==> src/hw/rtl/edf_priority_assigner_assert.svh <==
// Assertion macros for the EDF priority assigner.
// Included by the RTL top level, which carries the concurrent checks; no dependencies.
`ifndef EDF_PRIORITY_ASSIGNER_ASSERT_SVH
`define EDF_PRIORITY_ASSIGNER_ASSERT_SVH

`ifndef SYNTHESIS

// Check that a property holds at every clock edge outside reset.
`define EDF_ASSERT(lbl, clk, rst_n, prop) \
  lbl: assert property (@(posedge clk) disable iff (!rst_n) prop) \
    else $error("edf assertion failed");

// Check that a condition never holds outside reset.
`define EDF_ASSERT_NEVER(lbl, clk, rst_n, cond) \
  lbl: assert property (@(posedge clk) disable iff (!rst_n) !(cond)) \
    else $error("edf forbidden condition seen");

`else

`define EDF_ASSERT(lbl, clk, rst_n, prop)
`define EDF_ASSERT_NEVER(lbl, clk, rst_n, cond)

`endif

`endif

==> src/hw/rtl/edf_pkg.sv <==
// Package of the EDF priority assigner: widths, reset values, register
// indexes and sequencer states. No dependencies.
`timescale 1ns / 1ps
`default_nettype none

package edf_pkg;

  localparam int TaskCountDefault = 4;

  localparam int TimeW    = 32;
  localparam int PeriodW  = 16;
  localparam int PrioW    = 8;
  localparam int TaskIdW  = 2;
  localparam int CfgIdxW  = 3;
  localparam int CfgDataW = 16;
  localparam int PeriodRegs = 4;

  localparam logic [PeriodW-1:0] Period0Reset = 16'd240;
  localparam logic [PeriodW-1:0] Period1Reset = 16'd480;
  localparam logic [PeriodW-1:0] Period2Reset = 16'd960;
  localparam logic [PeriodW-1:0] Period3Reset = 16'd1920;
  localparam logic [PrioW-1:0]   TopPrioReset = 8'd3;

  typedef enum logic [CfgIdxW-1:0] {
    REG_PERIOD0  = 3'd0,
    REG_PERIOD1  = 3'd1,
    REG_PERIOD2  = 3'd2,
    REG_PERIOD3  = 3'd3,
    REG_TOP_PRIO = 3'd4
  } cfg_reg_e;

  typedef enum logic [1:0] {
    ST_IDLE,
    ST_LOAD,
    ST_CMP
  } state_e;

  // Result of the shared deadline unit
  typedef struct packed {
    logic [TimeW-1:0] deadline;
    logic             earlier;
  } dl_res_t;

endpackage

`default_nettype wire

==> src/hw/rtl/edf_dl_unit.sv <==
// Shared deadline unit: adds a period to a release time (mod 2^32) and
// ranks the sum against a latched reference deadline. Uses edf_pkg.
`timescale 1ns / 1ps
`default_nettype none

module edf_dl_unit (
  input  logic [edf_pkg::TimeW-1:0]   release_i,
  input  logic [edf_pkg::PeriodW-1:0] period_i,
  input  logic [edf_pkg::TimeW-1:0]   ref_deadline_i,
  input  logic                        lower_index_i,
  output edf_pkg::dl_res_t            res_o
);
  import edf_pkg::*;

  logic [TimeW-1:0] sum;

  // Form the deadline, wrapping at 2^32
  assign sum = release_i + {{(TimeW-PeriodW){1'b0}}, period_i};

  // Earlier deadline, or equal deadline at a lower task index
  assign res_o.deadline = sum;
  assign res_o.earlier  = (sum < ref_deadline_i) ||
                          ((sum == ref_deadline_i) && lower_index_i);

endmodule

`default_nettype wire

==> src/hw/rtl/edf_priority_assigner.sv <==
// Top level of the EDF priority assigner: configuration registers, release
// time store and the ranking sequencer. Uses edf_pkg and edf_dl_unit.
// A reschedule item keeps busy high while the sequencer ranks each task other than
// the caller; results strobe in task order, skipping the caller. The last one
// comes in the first cycle with busy low, or in busy's final cycle when the caller
// is the last task. Record-only items leave busy low. Throughput is set by the
// single shared add-and-compare unit, one deadline per cycle. Reset clears periods,
// top priority and release times to their defaults; results cannot be stalled by
// the receiver.
`timescale 1ns / 1ps
`default_nettype none

module edf_priority_assigner #(
  parameter int TASK_COUNT = edf_pkg::TaskCountDefault
) (
  input  logic                         clk_i,
  input  logic                         rst_ni,
  // item channel
  input  logic                         start,
  output logic                         busy,
  input  logic                         kind_i,
  input  logic [edf_pkg::TaskIdW-1:0]  caller_task_i,
  input  logic [edf_pkg::TimeW-1:0]    release_time_i,
  // results
  output logic                         out_strobe_o,
  output logic [edf_pkg::TaskIdW-1:0]  target_task_o,
  output logic [edf_pkg::PrioW-1:0]    new_priority_o,
  output logic                         last_o,
  // configuration writes
  input  logic                         cfg_valid_i,
  output logic                         cfg_ready_o,
  input  logic [edf_pkg::CfgIdxW-1:0]  cfg_index_i,
  input  logic [edf_pkg::CfgDataW-1:0] cfg_data_i
);
  import edf_pkg::*;

  `include "edf_priority_assigner_assert.svh"

  localparam int TW = (TASK_COUNT > 2) ? $clog2(TASK_COUNT) : 1;
  localparam logic [TW-1:0] LastTask = TW'(TASK_COUNT - 1);
  localparam logic [TW-1:0] PrevTask = TW'(TASK_COUNT - 2);

  logic [PeriodW-1:0] per_q [PeriodRegs];
  logic [PrioW-1:0]   top_q;
  logic [TimeW-1:0]   rel_q [TASK_COUNT];

  state_e             state_q, state_d;
  logic [TW-1:0]      t_q, t_d, k_q, k_d, rank_q, rank_d, caller_q, idx;
  logic [TimeW-1:0]   dt_q, dt_d;
  logic               strobe_q, strobe_d, last_q, last_d;
  logic [TaskIdW-1:0] target_q, target_d;
  logic [PrioW-1:0]   prio_q, prio_d;
  logic [TW-1:0]      rank_fin;
  logic [PrioW-1:0]   rank_ext;

  logic               accept, caller_ok, go;
  logic               t_is_caller, t_is_last, k_is_last;
  dl_res_t            unit_res;

  assign accept    = start && !busy;
  assign caller_ok = ({1'b0, caller_task_i} < (TaskIdW+1)'(TASK_COUNT));
  assign go        = accept && caller_ok && kind_i;

  assign t_is_caller = (t_q == caller_q);
  assign t_is_last   = (t_q == LastTask);
  assign k_is_last   = (k_q == LastTask);

  // Select which task the shared unit looks at
  assign idx = (state_q == ST_CMP) ? k_q : t_q;

  edf_dl_unit u_dl (
    .release_i      (rel_q[idx]),
    .period_i       (per_q[2'(idx)]),
    .ref_deadline_i (dt_q),
    .lower_index_i  (k_q < t_q),
    .res_o          (unit_res)
  );

  // Next state
  always_comb begin
    state_d = state_q;
    case (state_q)
      ST_IDLE: begin
        if (go) state_d = ST_LOAD;
      end
      ST_LOAD: begin
        if (!t_is_caller) state_d = ST_CMP;
        else if (t_is_last) state_d = ST_IDLE;
      end
      ST_CMP: begin
        if (k_is_last) state_d = t_is_last ? ST_IDLE : ST_LOAD;
      end
      default: state_d = ST_IDLE;
    endcase
  end

  assign rank_fin = rank_q + TW'(unit_res.earlier);
  assign rank_ext = PrioW'(rank_fin);

  // Datapath and result outputs
  always_comb begin
    t_d      = t_q;
    k_d      = k_q;
    rank_d   = rank_q;
    dt_d     = dt_q;
    strobe_d = 1'b0;
    target_d = target_q;
    prio_d   = prio_q;
    last_d   = last_q;
    case (state_q)
      ST_IDLE: begin
        if (go) t_d = '0;
      end
      ST_LOAD: begin
        if (t_is_caller) begin
          t_d = t_q + 1'b1;
        end else begin
          dt_d   = unit_res.deadline;
          k_d    = '0;
          rank_d = '0;
        end
      end
      ST_CMP: begin
        rank_d = rank_fin;
        k_d    = k_q + 1'b1;
        if (k_is_last) begin
          strobe_d = 1'b1;
          target_d = TaskIdW'(t_q);
          prio_d   = (top_q >= rank_ext) ? (top_q - rank_ext) : '0;
          last_d   = t_is_last || ((t_q == PrevTask) && (caller_q == LastTask));
          t_d      = t_q + 1'b1;
        end
      end
      default: ;
    endcase
  end

  // Sequencer control state
  always_ff @(posedge clk_i or negedge rst_ni) begin
    if (!rst_ni) begin
      state_q  <= ST_IDLE;
      strobe_q <= 1'b0;
    end else begin
      state_q  <= state_d;
      strobe_q <= strobe_d;
    end
  end

  // Sequencer payload
  always_ff @(posedge clk_i) begin
    t_q      <= t_d;
    k_q      <= k_d;
    rank_q   <= rank_d;
    dt_q     <= dt_d;
    target_q <= target_d;
    prio_q   <= prio_d;
    last_q   <= last_d;
    if (go) caller_q <= caller_task_i[TW-1:0];
  end

  // Store the caller's release time
  always_ff @(posedge clk_i or negedge rst_ni) begin
    if (!rst_ni) begin
      for (int i = 0; i < TASK_COUNT; i++) rel_q[i] <= '0;
    end else if (accept && caller_ok) begin
      rel_q[caller_task_i[TW-1:0]] <= release_time_i;
    end
  end

  // Configuration registers; unknown indexes drop the write
  always_ff @(posedge clk_i or negedge rst_ni) begin
    if (!rst_ni) begin
      per_q[0] <= Period0Reset;
      per_q[1] <= Period1Reset;
      per_q[2] <= Period2Reset;
      per_q[3] <= Period3Reset;
      top_q    <= TopPrioReset;
    end else if (cfg_valid_i && cfg_ready_o) begin
      if (cfg_index_i inside {[REG_PERIOD0:REG_PERIOD3]}) begin
        per_q[cfg_index_i[1:0]] <= cfg_data_i;
      end else if (cfg_index_i == REG_TOP_PRIO) begin
        top_q <= cfg_data_i[PrioW-1:0];
      end
    end
  end

  assign cfg_ready_o    = 1'b1;
  assign busy           = (state_q != ST_IDLE);
  assign out_strobe_o   = strobe_q;
  assign target_task_o  = target_q;
  assign new_priority_o = prio_q;
  assign last_o         = last_q;

  `EDF_ASSERT(a_strobe_after_cmp, clk_i, rst_ni, out_strobe_o |-> $past(state_q == ST_CMP && k_is_last))
  `EDF_ASSERT(a_go_busy, clk_i, rst_ni, go |=> busy)
  `EDF_ASSERT(a_rank_bound, clk_i, rst_ni, (state_q == ST_CMP) |-> (rank_q <= k_q))
  `EDF_ASSERT_NEVER(a_no_caller_result, clk_i, rst_ni, out_strobe_o && (target_q == TaskIdW'(caller_q)))
  `EDF_ASSERT(a_last_done, clk_i, rst_ni, (last_o && out_strobe_o) |-> (state_q != ST_CMP))

endmodule

`default_nettype wire

==> config.mk <==
export PLATFORM = sky130hd
export DESIGN_NAME = edf_priority_assigner
export DESIGN_NICKNAME = d
export VERILOG_FILES = /design/src/hw/rtl/edf_pkg.sv /design/src/hw/rtl/edf_dl_unit.sv /design/src/hw/rtl/edf_priority_assigner.sv
export VERILOG_INCLUDE_DIRS = /design/src /design/src/hw/rtl
export SDC_FILE = /design/constraint.sdc
export NUM_CORES = 1
export LEC_CHECK = 0
export BUFFER_PORTS_ARGS = -buffer_cell sky130_fd_sc_hd__buf_2
export CAP_MARGIN = 20
export CORE_ASPECT_RATIO = 2
export CORE_MARGIN = 2
export CORE_UTILIZATION = 35
export DETAILED_ROUTE_END_ITERATION = 16
export GPL_ROUTABILITY_DRIVEN = 0
export SYNTH_ARGS = -nofsm -noshare
export SYNTH_HDL_FRONTEND = slang
export SYNTH_SLANG_ARGS = --single-unit
export TNS_END_PERCENT = 100
==> constraint.sdc <==
create_clock -name clk_i -period 7.95 [get_ports clk_i]
set_input_delay 1.1925 -clock clk_i [delete_from_list [all_inputs] [get_ports clk_i]]
set_output_delay 1.1925 -clock clk_i [all_outputs]
set_load 0.01 [all_outputs]
# Word-level counts from Yosys, hierarchy flattened
# Cells that the tools add are included.
# op_classes
n_eq_ne,14
reduce_logical,21
n_mux,28
n_lt_le_gt_ge,10
bitwise,5
n_addsub,5
# op_table
op,n
128-bit bitwise mux,1
32-bit two-way mux,3
32-bit binary-select mux with 2-bit select,1
64-bit bitwise mux,1
32-bit demux with 2-bit select,1
16-bit two-way mux,3
32-bit by 16-bit adder with 32-bit output,1
16-bit binary-select mux with 2-bit select,1
16-bit demux with 2-bit select,1
32-bit equality test,1
32-bit less-than comparator,1
2-bit two-way mux,9
2-bit one-hot mux with 3 select lines,2
"2-bit equality test, second input constant",5
"3-bit greater-or-equal comparator, second input constant",3
2-bit inverter with 3-bit output,3
8-bit by 2-bit greater-or-equal comparator with 1-bit output,1
"2-bit inequality test, second input constant",4
2-bit one-hot mux with 2 select lines,2
2-bit AND reduction,4
8-bit by 2-bit subtractor with 8-bit output,1
1-bit logical AND,7
"3-bit by 1-bit less-than comparator with 1-bit output, second input constant",2
3-bit AND reduction,2
other kinds (17),23
# totals
elab_cells,102
ff_bits,254
inputBits,58

# Logic depth before layout (Yosys ltp)
# logic_depth
ltp_word,12
mapped_depth,35

# Modules after synthesis
# From an unflattened synthesis, not the netlist that was laid out.
# hier_totals
hier_cells,907
hier_area_um2,12783.5
# modules_own_cells
module,area_per_inst_um2,seq_area_each_um2,n_inst,cells_each
edf_priority_assigner,10802.9,6633.9,1,622
edf_dl_unit,1980.6,0.0,1,285

# Worst setup path after synthesis
# OpenSTA, ideal clock, no wires.
# synth_path
path_type,register to register
from,register state_q[0]
to,"register prio_q[2], in the netlist new_priority_o[2], data pin"
synth_period_minus_slack_ps,7304
setup_ps,285
required_time_ps,7665
path_stages_with_launch,34
arrival_ps,7020
path_slack_ps,646
path_cell_list,dfrtp_1 -> inv_1 -> ha_1 -> mux2i_4 -> buf_2 -> buf_1 -> buf_2 -> mux4_2 -> ha_1 -> inv_1 -> fa_1 -> nor2b_1 -> o31a_1 -> nor2_1 -> o31ai_1 -> o41ai_4 -> a211oi_4 -> nand2_1 -> xnor2_1 -> ha_1 -> a21o_1 -> a21o_1 -> a21oi_1 -> o21ai_0 -> a2111oi_0 -> o22ai_1 -> o21ai_0 -> ha_1 -> xor2_1 -> inv_1 -> ha_1 -> a21o_1 -> nor4_1 -> nor2_1
# synth_lines
element,line_no,rtl
"start, declared",edf_priority_assigner.sv:47,"state_e state_q, state_d;"
"start signal, assigned",edf_priority_assigner.sv:144,state_q <= state_d;
"end signal, assigned",edf_priority_assigner.sv:156,prio_q <= prio_d;
"end, declared",edf_priority_assigner.sv:52,"logic [PrioW-1:0] prio_q, prio_d;"

==> out/summary.md <==
Dividing the synthesized area by the synthesized cell count gives 14.12 µm². The pre-antenna-repair detailed-routing pass consisted of 4 iterations. Buffers inserted during clock tree synthesis total 24. The fraction of post-synthesis cell area in the top cell type by area works out to 36.30%. Entering global routing, the biggest net connects 95 pins.

In this run the most critical hold path is launched from rel_q[21]$_DFFE_PN0P_. From synthesis to final layout, the design area changed by 14.54%. The tools report the area of the die as 38070 µm². Synthesis instantiated 63 different standard cells from the library.

The number of primary I/O pins was 72; the number of instances in the synthesized netlist was 903. Summing all non-filler instances in the final layout gives an area of 14610 µm². The clock reaches the later pin of the worst-skew pair after 0.53 ns. Dividing the detail-routed wire length by the instance count gives 19.53 µm. The number of rows in the core area was 98. Destination of the worst register-to-register timing path: new_priority_o[7]$_SDFFCE_PN0P_.

The logs give 0.5004 ns for the minimum hold slack and 0 for the final max-slew violation count. The post-layout net count was 1110. Once detail routing completed, the nets flagged for antenna violations numbered 0. The arrival time of data at the critical path endpoint was 7.81 ns; the number of synthesized register bits was 254. The hold violation count in the final report came out at 0.

Input and output buffers added on the ports amount to 70. Post-layout utilization of the core: 40.80%. For flop-to-flop paths, the worst setup slack is 0.42 ns. Summing all flip-flop and latch instances after layout gives 6634 µm². The tools report the total wirelength of the detailed-routed design as 28470 µm.

TritonCTS built the clock tree. For this run, the leading register cell type out of synthesis is sky130_fd_sc_hd__dfrtp_1. For the core footprint, the log shows 35800 µm².

Sorting the synthesized cells by how often they occur yields 199 x sky130_fd_sc_hd__mux2_2, 185 x sky130_fd_sc_hd__dfrtp_1, 60 x sky130_fd_sc_hd__ha_1, 52 x sky130_fd_sc_hd__inv_1, 51 x sky130_fd_sc_hd__edfxtp_1. Headroom to the max-slew limit came out at 38.97%. The start of the worst register-to-register path was state_q[0]$_DFFE_PN0P_.

The cell sitting at the root of the clock tree is a sky130_fd_sc_hd__clkbuf_16. The number of antenna violations at the first check in global routing is 0, and the number of fillers in the final layout is 3376. Sequential elements use 52.02% of the synthesized area. For the final database, setup skew stands at 0.01261 ns. Clock-pin slew was measured on the worst setup and hold paths at 0.07 ns. After detailed placement, the total cell area comes to 13760 µm².

The number of post-CTS setup repair buffers was 0. The remaining global-route overflow was 0; the final clock period utilization by the worst path was 94.66%. The chip width is 139.0 µm, and the overall via count from detail_route is 7475.

The critical path's largest stage delay was 0.54 ns. Among all stages on the critical path, the largest delay is contributed by sky130_fd_sc_hd__mux4_2. Kind of path behind the tightest hold check: flop to flop.

The tools report the nature of the critical path startpoint as a flop. The half-perimeter wire length of the detailed placement result came out at 20190 µm. The tools report the total number of H-tree levels as 1. In this run, post-CTS hold repair placed 0 buffers. At the worst endpoint, the required time is 8.23 ns.

The ratio of cells with drive above 1 in the final layout is 40.97%. During synthesis, Yosys emitted a total of 0 warnings. Timing would allow up to 0.1329 GHz. In the post-synthesis netlist, the biggest area contributors are sky130_fd_sc_hd__dfrtp_1 36%, sky130_fd_sc_hd__mux2_2 18%, sky130_fd_sc_hd__edfxtp_1 12%. The run gives 5821 µm² as the area used by multi-input combinational logic. The combined global-route utilization of all metal layers was 14.94%; the starting utilization of the core area was 35.62%.

Along the worst path, the maximum fanout reaches 20. The post-detailed-route via-to-cell ratio came out at 5.127. The slew at the pin with the worst max-slew slack was 0.9133 ns; the hold path depth was 1.

Counting flops with an async set or reset pin after synthesis yields a share of 79.92%. The worst register-to-register path has a depth of 30. For this run, design rule violations remaining after detail routing come to 0. Setup repair after global routing left no endpoint under its margin. Setup total negative slack on the finished layout was measured at 0 ns. The worst setup path is captured at a flop. The run finished with clean final reports. Die outline height: 273.9 µm.

For the number of antenna cells inserted, the log shows 0. Most frequent cell on the critical path: sky130_fd_sc_hd__ha_1. Across the run, the number of max-cap violations was 0. The start-to-end type of the worst setup path is flop to flop. The first global-routing pass estimated 44680 µm of wire. Biggest area consumer among synthesized cells: sky130_fd_sc_hd__dfrtp_1. The violation count after the first detailed-route iteration was 318; the number of endpoints failing setup at the final stage was 0. The destination of the worst hold path is rel_q[21]$_DFFE_PN0P_. Among all cell types in the netlist, the one instantiated most often is sky130_fd_sc_hd__mux2_2. The number of buffers on the longest clock path is 3, and the number of enable-type register cells in the synthesized netlist is 51. The cell area after technology mapping was 12750 µm²; the number of clock sinks seen by CTS was 254. The via count of the first global-routing pass is 8170. The net count of the mapped netlist came out at 1023. The worst path needs 7.526 ns of the cycle, external delays included.
==> per-stage QoR <==
step / setup WS (ns) / std cells
after floorplan: 0.6457 / 903
after global placement: 0.3372 / 1410
after detailed placement: 0.3452 / 1412
after CTS: 0.3280 / 1456
after global routing: 0.03497 / 1458
final: 0.4242 / 1458
==> worst max-delay path: cells and delay by family, from the launching register on <==
kind | cells | cell delay [ns]
buffers and inverters | 3 | 0.50
XOR/XNOR | 2 | 0.40
AO/OA/AOI/OAI | 11 | 2.38
multiplexers | 3 | 1.26
AND/OR/NAND/NOR | 6 | 0.93
adder cells (fa/ha/maj) | 5 | 1.39
flip-flops | 1 | 0.40
==> sequential cells by signal (all words and copies together), names as in the netlist <==
signal          cells
rank_q              2
top_q               8
caller_q            2
target_task_o       2
dt_q               32
rel_q             128
last_o              1
t_q                 2
out_strobe_o        1
k_q                 2
new_priority_o      8
state_q             2
per_q              64
==> how the worst max path moves through the flow <==
stage	cells past startpoint	to	slack [ns]	startpoint
after floorplan	33	new_priority_o[2]$_SDFFCE_PN0P_	0.65	state_q[0]$_DFFE_PN0P_
after global placement	30	new_priority_o[7]$_SDFFCE_PN0P_	0.34	state_q[0]$_DFFE_PN0P_
after detailed placement	30	new_priority_o[7]$_SDFFCE_PN0P_	0.35	state_q[0]$_DFFE_PN0P_
after CTS	30	new_priority_o[7]$_SDFFCE_PN0P_	0.33	state_q[0]$_DFFE_PN0P_
after global routing	30	new_priority_o[7]$_SDFFCE_PN0P_	0.03	state_q[0]$_DFFE_PN0P_
final	30	new_priority_o[7]$_SDFFCE_PN0P_	0.42	state_q[0]$_DFFE_PN0P_
==> kinds of logic (layout without fill, tap and decap cells) <==
kind of cell	count (synthesis)	count (layout)	share of synthesized area (%)
flip-flops	254	254	52.02
multiplexers	252	252	26.75
AND/OR/NAND/NOR	131	131	5.318
AO/OA/AOI/OAI	85	85	4.533
buffers and inverters	84	189	2.816
adder cells (fa/ha/maj)	62	62	6.201
XOR/XNOR	34	34	2.335
other	1	1	0.02941
==> metal layers <==
layer  wire length (µm)  GRT usage, %  vias to the layer above
met5                  0             0                        -
li1                   -             -                     3477
met4                870         5.688                        0
met3                502         1.362                       36
met1              10720         15.77                     3880
met2              16380         30.10                       82
==> what timing repair did <==
item                                    in CTS  in global routing
resized for setup                            0                  2
hold endpoints to repair                     0                  0
endpoints found under the setup margin       0                  3
==> final cells by class <==
class	instances	area share, %
repair buffers	92	3.906
flip-flops and latches	254	45.42
clock buffers	40	5.457
well taps	450	3.855
inverters	53	1.362
clock inverters	4	0.1542
multi-input cells	565	39.85
==> placed cells by master (no fill, tap or decap), types with 10 or more instances in the layout <==
cell / n
sky130_fd_sc_hd__o21ai_0: 17
sky130_fd_sc_hd__dfstp_2: 18
sky130_fd_sc_hd__nand2_1: 35
sky130_fd_sc_hd__clkbuf_8: 10
sky130_fd_sc_hd__mux2_2: 199
sky130_fd_sc_hd__buf_2: 70
sky130_fd_sc_hd__a21o_1: 14
sky130_fd_sc_hd__xnor2_1: 24
sky130_fd_sc_hd__inv_1: 52
sky130_fd_sc_hd__edfxtp_1: 51
sky130_fd_sc_hd__a21oi_1: 24
sky130_fd_sc_hd__dfrtp_1: 185
sky130_fd_sc_hd__clkbuf_16: 27
sky130_fd_sc_hd__xor2_1: 10
sky130_fd_sc_hd__nand4_1: 11
sky130_fd_sc_hd__ha_1: 60
sky130_fd_sc_hd__nor2_1: 39
sky130_fd_sc_hd__buf_4: 16
sky130_fd_sc_hd__mux4_2: 40
Power is not shown: default switching activity piles up to over one toggle a cycle in this logic, so the estimate is an artifact.
